File: src/design/spq_pkg.sv
// shared types and constants for the stable priority queue
package spq_pkg;

    localparam int QUEUE_DEPTH = 16;
    localparam int CNT_W       = $clog2(QUEUE_DEPTH + 1);

    localparam logic       ACT_ENQ = 1'b0;
    localparam logic       ACT_DEQ = 1'b1;

    localparam logic [1:0] ST_ENQUEUED = 2'd0;
    localparam logic [1:0] ST_DEQUEUED = 2'd1;
    localparam logic [1:0] ST_FULL     = 2'd2;
    localparam logic [1:0] ST_EMPTY    = 2'd3;

    typedef struct packed {
        logic [15:0] id;
        logic [15:0] pages;
        logic [7:0]  prio;
    } job_t;

    typedef struct packed {
        logic enq;
        logic deq;
    } cell_ctl_t;

endpackage

File: src/design/spq_cell.sv
// one slot of the sorted queue, shifts toward the head or the tail with its neighbors
module spq_cell
    import spq_pkg::*;
(
    input  logic      clk,
    input  cell_ctl_t ctl,
    input  logic      slot_valid,
    input  job_t      new_job,
    input  logic      prev_after,
    input  job_t      prev_job,
    input  job_t      next_job,
    output logic      after,
    output job_t      job
);

    job_t job_reg;
    job_t job_next;

    // new job goes behind this slot when it holds an equal or more urgent entry
    assign after = slot_valid && (job_reg.prio <= new_job.prio);
    assign job   = job_reg;

    always_comb
    begin
        job_next = job_reg;
        if (ctl.enq)
        begin
            if (after)
                job_next = job_reg;
            else if (prev_after)
                job_next = new_job;
            else
                job_next = prev_job;
        end
        else if (ctl.deq)
        begin
            job_next = next_job;
        end
    end

    always_ff @(posedge clk)
    begin
        job_reg <= job_next;
    end

endmodule

File: src/design/stable_priority_queue_top.sv
// Stable sorted priority queue built as a row of shifting slot cells.
// One request is taken in every clock cycle (busy stays low): every slot compares
// its priority with the incoming job in parallel and shifts by one slot in that
// same cycle. The result appears with done high on the cycle after the request
// and lasts one cycle; the receiver cannot stall it. Jobs with equal priority
// leave in arrival order. An enqueue to a full queue is dropped with status full,
// a dequeue from an empty queue reports status empty; both leave the queue
// unchanged.
module stable_priority_queue_top
    import spq_pkg::*;
(
    input  logic        clk,
    input  logic        rst_n,
    input  logic        start,
    output logic        busy,
    input  logic        action,
    input  logic [15:0] job_id,
    input  logic [15:0] page_count,
    input  logic [7:0]  priority_req,
    output logic        done,
    output logic [1:0]  status,
    output logic [15:0] out_id,
    output logic [15:0] out_pages,
    output logic [7:0]  out_priority,
    output logic [4:0]  occupancy
);

    logic [CNT_W-1:0] count_reg;
    logic [CNT_W-1:0] count_next;
    logic             done_reg;
    logic [1:0]       status_reg;
    logic [1:0]       status_next;
    job_t             out_reg;
    job_t             out_next;

    job_t             new_job;
    cell_ctl_t        ctl;
    logic             accept;
    logic             full;
    logic             empty;

    job_t             jobs  [QUEUE_DEPTH];
    logic             afters[QUEUE_DEPTH];

    assign busy    = 1'b0;
    assign accept  = start && !busy;
    assign full    = (count_reg == CNT_W'(QUEUE_DEPTH));
    assign empty   = (count_reg == '0);
    assign new_job = '{id: job_id, pages: page_count, prio: priority_req};

    assign ctl.enq = accept && (action == ACT_ENQ) && !full;
    assign ctl.deq = accept && (action == ACT_DEQ) && !empty;

    genvar i;
    generate
        for (i = 0; i < QUEUE_DEPTH; i++)
        begin : g_cell
            logic slot_valid;
            logic prev_after;
            job_t prev_job;
            job_t next_job;

            assign slot_valid = (count_reg > CNT_W'(i));

            if (i == 0)
            begin : g_head
                assign prev_after = 1'b1;
                assign prev_job   = new_job;
            end
            else
            begin : g_body
                assign prev_after = afters[i-1];
                assign prev_job   = jobs[i-1];
            end

            // the tail slot leaves the count on a remove, so its contents do not matter
            if (i == QUEUE_DEPTH - 1)
            begin : g_tail
                assign next_job = jobs[i];
            end
            else
            begin : g_mid
                assign next_job = jobs[i+1];
            end

            spq_cell u_cell (
                .clk        (clk),
                .ctl        (ctl),
                .slot_valid (slot_valid),
                .new_job    (new_job),
                .prev_after (prev_after),
                .prev_job   (prev_job),
                .next_job   (next_job),
                .after      (afters[i]),
                .job        (jobs[i])
            );
        end
    endgenerate

    always_comb
    begin
        count_next  = count_reg;
        status_next = status_reg;
        out_next    = '0;
        if (accept)
        begin
            case (action)
                ACT_ENQ:
                begin
                    if (full)
                        status_next = ST_FULL;
                    else
                    begin
                        status_next = ST_ENQUEUED;
                        count_next  = count_reg + CNT_W'(1);
                    end
                end
                default:
                begin
                    if (empty)
                        status_next = ST_EMPTY;
                    else
                    begin
                        status_next = ST_DEQUEUED;
                        out_next    = jobs[0];
                        count_next  = count_reg - CNT_W'(1);
                    end
                end
            endcase
        end
    end

    always_ff @(posedge clk or negedge rst_n)
    begin
        if (!rst_n)
        begin
            count_reg <= '0;
            done_reg  <= 1'b0;
        end
        else
        begin
            count_reg <= count_next;
            done_reg  <= accept;
        end
    end

    always_ff @(posedge clk)
    begin
        status_reg <= status_next;
        out_reg    <= out_next;
    end

    assign done         = done_reg;
    assign status       = status_reg;
    assign out_id       = out_reg.id;
    assign out_pages    = out_reg.pages;
    assign out_priority = out_reg.prio;
    assign occupancy    = 5'(count_reg);

endmodule
File: config.mk
export PLATFORM = sky130hd
export DESIGN_NAME = stable_priority_queue_top
export DESIGN_NICKNAME = d
export VERILOG_FILES = /design/src/design/spq_pkg.sv /design/src/design/spq_cell.sv /design/src/design/stable_priority_queue_top.sv
export SDC_FILE = /design/constraint.sdc
export NUM_CORES = 2
export LEC_CHECK = 0
export BUFFER_PORTS_ARGS = -buffer_cell sky130_fd_sc_hd__buf_2
export CAP_MARGIN = 20
export CORE_MARGIN = 4
export CORE_UTILIZATION = 25
export DETAILED_ROUTE_END_ITERATION = 16
export PLACE_DENSITY = 0.42
export SETUP_SLACK_MARGIN = 0.3
export SKIP_CTS_REPAIR_TIMING = 1
export SLEW_MARGIN = 10
export SYNTH_ARGS = -nofsm -noshare
export SYNTH_HDL_FRONTEND = slang
export SYNTH_SLANG_ARGS = --single-unit
File: constraint.sdc
create_clock -name clk -period 7.11 [get_ports clk]
set_input_delay 0.711 -clock clk [delete_from_list [all_inputs] [get_ports clk]]
set_output_delay 0.711 -clock clk [all_outputs]
set_load 0.005 [all_outputs]
==> impl_metrics.ini <==
[clocking]
h-tree-depth = 3
cts_buffers = 87
cts.sinks = 688
clk_pin_slew_worst_paths_ns = 0.06
cts_tree = done
clk_latency_ns = 0.71
root_buffer = clkbuf_16
cts_buffer_depth = 3

[logic_synthesis]
yosysWarningCount = 0
syn_area_per_cell_um2 = 9.536
ys.flop_type = edfxtp_1
synth_cell_type_count = 54
synth_top_area_cell = edfxtp_1
netlist_instances = 4381
ys_async_sr_fraction_pct = 0.8721
synth_edf_count = 642
synth_seq_area_share_pct = 48.42
ys_seq_elements = 688
syn-num-nets = 4559
synthDominantCellAreaShare_pct = 46.15
synthTopCellsByArea = edfxtp_1 46%, nand4_1 8.8%, o31ai_1 8.0%, a31oi_1 6.6%, nor2_1 4.2%
syn-cell-area_um2 = 41780

[floorplan]
die-height_um = 416.8
die_area_um2 = 173700
coreArea_um2 = 165500
io_pins = 93
initial_core_util_pct = 25.24
fp-row-count = 149
die_x_um = 416.8

[power_and_ir_drop]
leakagePower_uw = 0.01593
vdd_drop_max_uv = 326.7
p_per_area_nw_per_um2 = 385.1

[sta]
fin_skew_ns = 0.02775
setup_violations = 0
period_share_pct = 58.72
slew_headroom_pct = 30.80
finalHoldViolCount = 0
worst_pin_slew_ns = 1.038
finalMaxSlewViolations = 0
setup_tns_ns = 0
max_freq_mhz = 239.5
rsz0062_at_grt = false
period_minus_slack_ns = 4.175

[setup_path]
end_kind = flop
cp.required_ns = 7.51
crit_path_cell_trace = buf_2 -> inv_1 -> ha_1 -> o21ai_0 -> nor2_1 -> nand4bb_2 -> buf_4 -> a21oi_1 -> o21ai_4 -> buf_4
startpoint_type = input pin
path_buf_inv = 4
slowest_stage = o21ai_4
path_delay_family = buffers and inverters
arrival_ns = 4.57
cp_max_fo = 41
worst_path_largest_cell_delay_ns = 0.68
crit_path_frequent_cell = buf_4
crit_type = input pin to flop

[route]
drc = 0
dr.pass1.iters = 5
wl_per_cell_um = 23.65
ant_nets = 0
num_vias = 35730
vias_per_cell = 5.607
route.final.wire_length_mm = 150.7
initialDrtViolationCount = 3733

[layout]
final_layout_size_suffix_gt1_share_pct = 10.04
nNetsFinal = 4291
area_growth_syn_to_layout_pct = 12.62
fin_util_pct = 28.42
largest_register_ffs = 640

[worst_hold_path]
holdCritPathClass = input pin to flop

[global_routing]
grt_pass1_wl_mm = 230.5
overflow = 0
grt_pass1_vias = 34310
antenna_found_initial = 0
grt.total_usage_pct = 16.63
grt_start_max_net_pins = 229

[placement]
port_buffers = 91
place.gp.congestion = 0.7998
dp_hpwl_mm = 103.9

[flow_run]
maxCapViolCount = 0

[outcome]
status = complete, no violations
[cells in the final DEF (no fill, tap or decap), drive strengths merged, types with 41 or more instances in the layout]
| cell type | netlist | final |
|---|---|---|
| ha | 134 | 134 |
| nand4 | 587 | 587 |
| and3 | 74 | 74 |
| o21ai | 101 | 101 |
| o31ai | 445 | 445 |
| edfxtp | 642 | 642 |
| and2 | 44 | 44 |
| nand2 | 208 | 208 |
| buf | 183 | 217 |
| o211ai | 53 | 53 |
| o22ai | 41 | 41 |
| a31oi | 443 | 443 |
| a21oi | 92 | 92 |
| clkbuf | 392 | 115 |
| nor2 | 469 | 469 |
| nand3 | 162 | 162 |
[worst reg2reg max path, delay by kind of cell (launching register included)]
family	cells	cell delay, ns
AO/OA/AOI/OAI	1	0.40
buffers and inverters	4	1.53
flip-flops	1	0.88
AND/OR/NAND/NOR	4	0.96
[worst paths after layout]
path | startpoint | end | slack, ns | depth (start not counted)
max | priority_req[6] | g_cell[0].u_cell.job[27] | 2.93 | 10
min | start | done | 0.27 | 1
max reg2reg | occupancy[2] | g_cell[14].u_cell.job[28] | 2.96 | 9
min reg2reg | g_cell[0].u_cell.job[9] | out_pages[1] | 0.54 | 1
max in group asynchronous | rst_n | occupancy[1] | 6.59 | 2
min in group asynchronous | rst_n | occupancy[0] | 0.37 | 2
[metrics by stage]
| step | instance area (µm²) | total power [µW] | instances | setup WS (ns) | hold slack, ns |
|---|---|---|---|---|---|
| final | 47050 | 18120 | 6373 | 2.935 | 0.2749 |
| after global routing | 47050 | 19220 | 6372 | 2.690 | 0.2309 |
| after CTS | 47030 | 18220 | 6370 | 2.793 | -0.2314 |
| after detailed placement | 44180 | 13610 | 6211 | 2.202 | 0.5160 |
| after global placement | 44180 | 13540 | 6211 | 2.257 | 0.5289 |
| after floorplan | 41780 | 11270 | 4381 | 1.395 | 0.4154 |
[cells in the mapped netlist (all sizes together) (2+ instances only)]
library cell and n:
o31a 5, nor3 23, o2111ai 40, inv 32, dfxtp 40, nand4bb 3
xor2 3, o31ai 445, a31oi 443, buf 183, clkbuf 392, and4 4
nand3 162, a211o 11, a21o 4, o21ai 101, dfrtp 6, nor2 469
a22oi 40, nor2b 27, ha 134, or2 2, a21oi 92, o211ai 53
and2 44, a211oi 14, and3 74, nand4 587, o22ai 41, nand2 208
nor4bb 3, xnor2 2, edfxtp 642, o21a 2, a21boi 39
[kinds of logic after synthesis]
kind of cell             count (synthesis)  synth area share [%]
AND/OR/NAND/NOR                       1609                 19.58
AO/OA/AOI/OAI                         1335                 21.63
flip-flops                             688                 48.42
buffers and inverters                  608                 6.211
adder cells (fa/ha/maj)                134                 4.013
XOR/XNOR                                 5                0.1048
other                                    1              0.008976
multiplexers                             1               0.02396
[power breakdown]
part	internal, µW	leakage (µW)	total, µW	switching [µW]
Combinational	2100	0.00807	6840	4740
Sequential	5890	0.00649	6740	848
Clock	2620	0.00137	4540	1920
[layout make-up]
class / instances / area (µm²)
diodes: 1 / 2.502
clock buffers: 115 / 2332
clock inverters: 44 / 516.7
fillers: 17450 / 118500
inverters: 33 / 123.9
multi-input cells: 3085 / 19620
flip-flops and latches: 688 / 20230
well taps: 2189 / 2739
repair buffers: 218 / 1484
[metal layers]
layer / vias up / part of all wire [%] / track usage, %
met1: 17460 / 51 / 26.74
met3: 145 / 6.2 / 2.464
met4: 0 / 1.4 / 2.712
met2: 1241 / 41 / 23.41
li1: 16890 / - / -
met5: - / 0 / 0
Note: power is estimated with default switching activity, not from simulation.
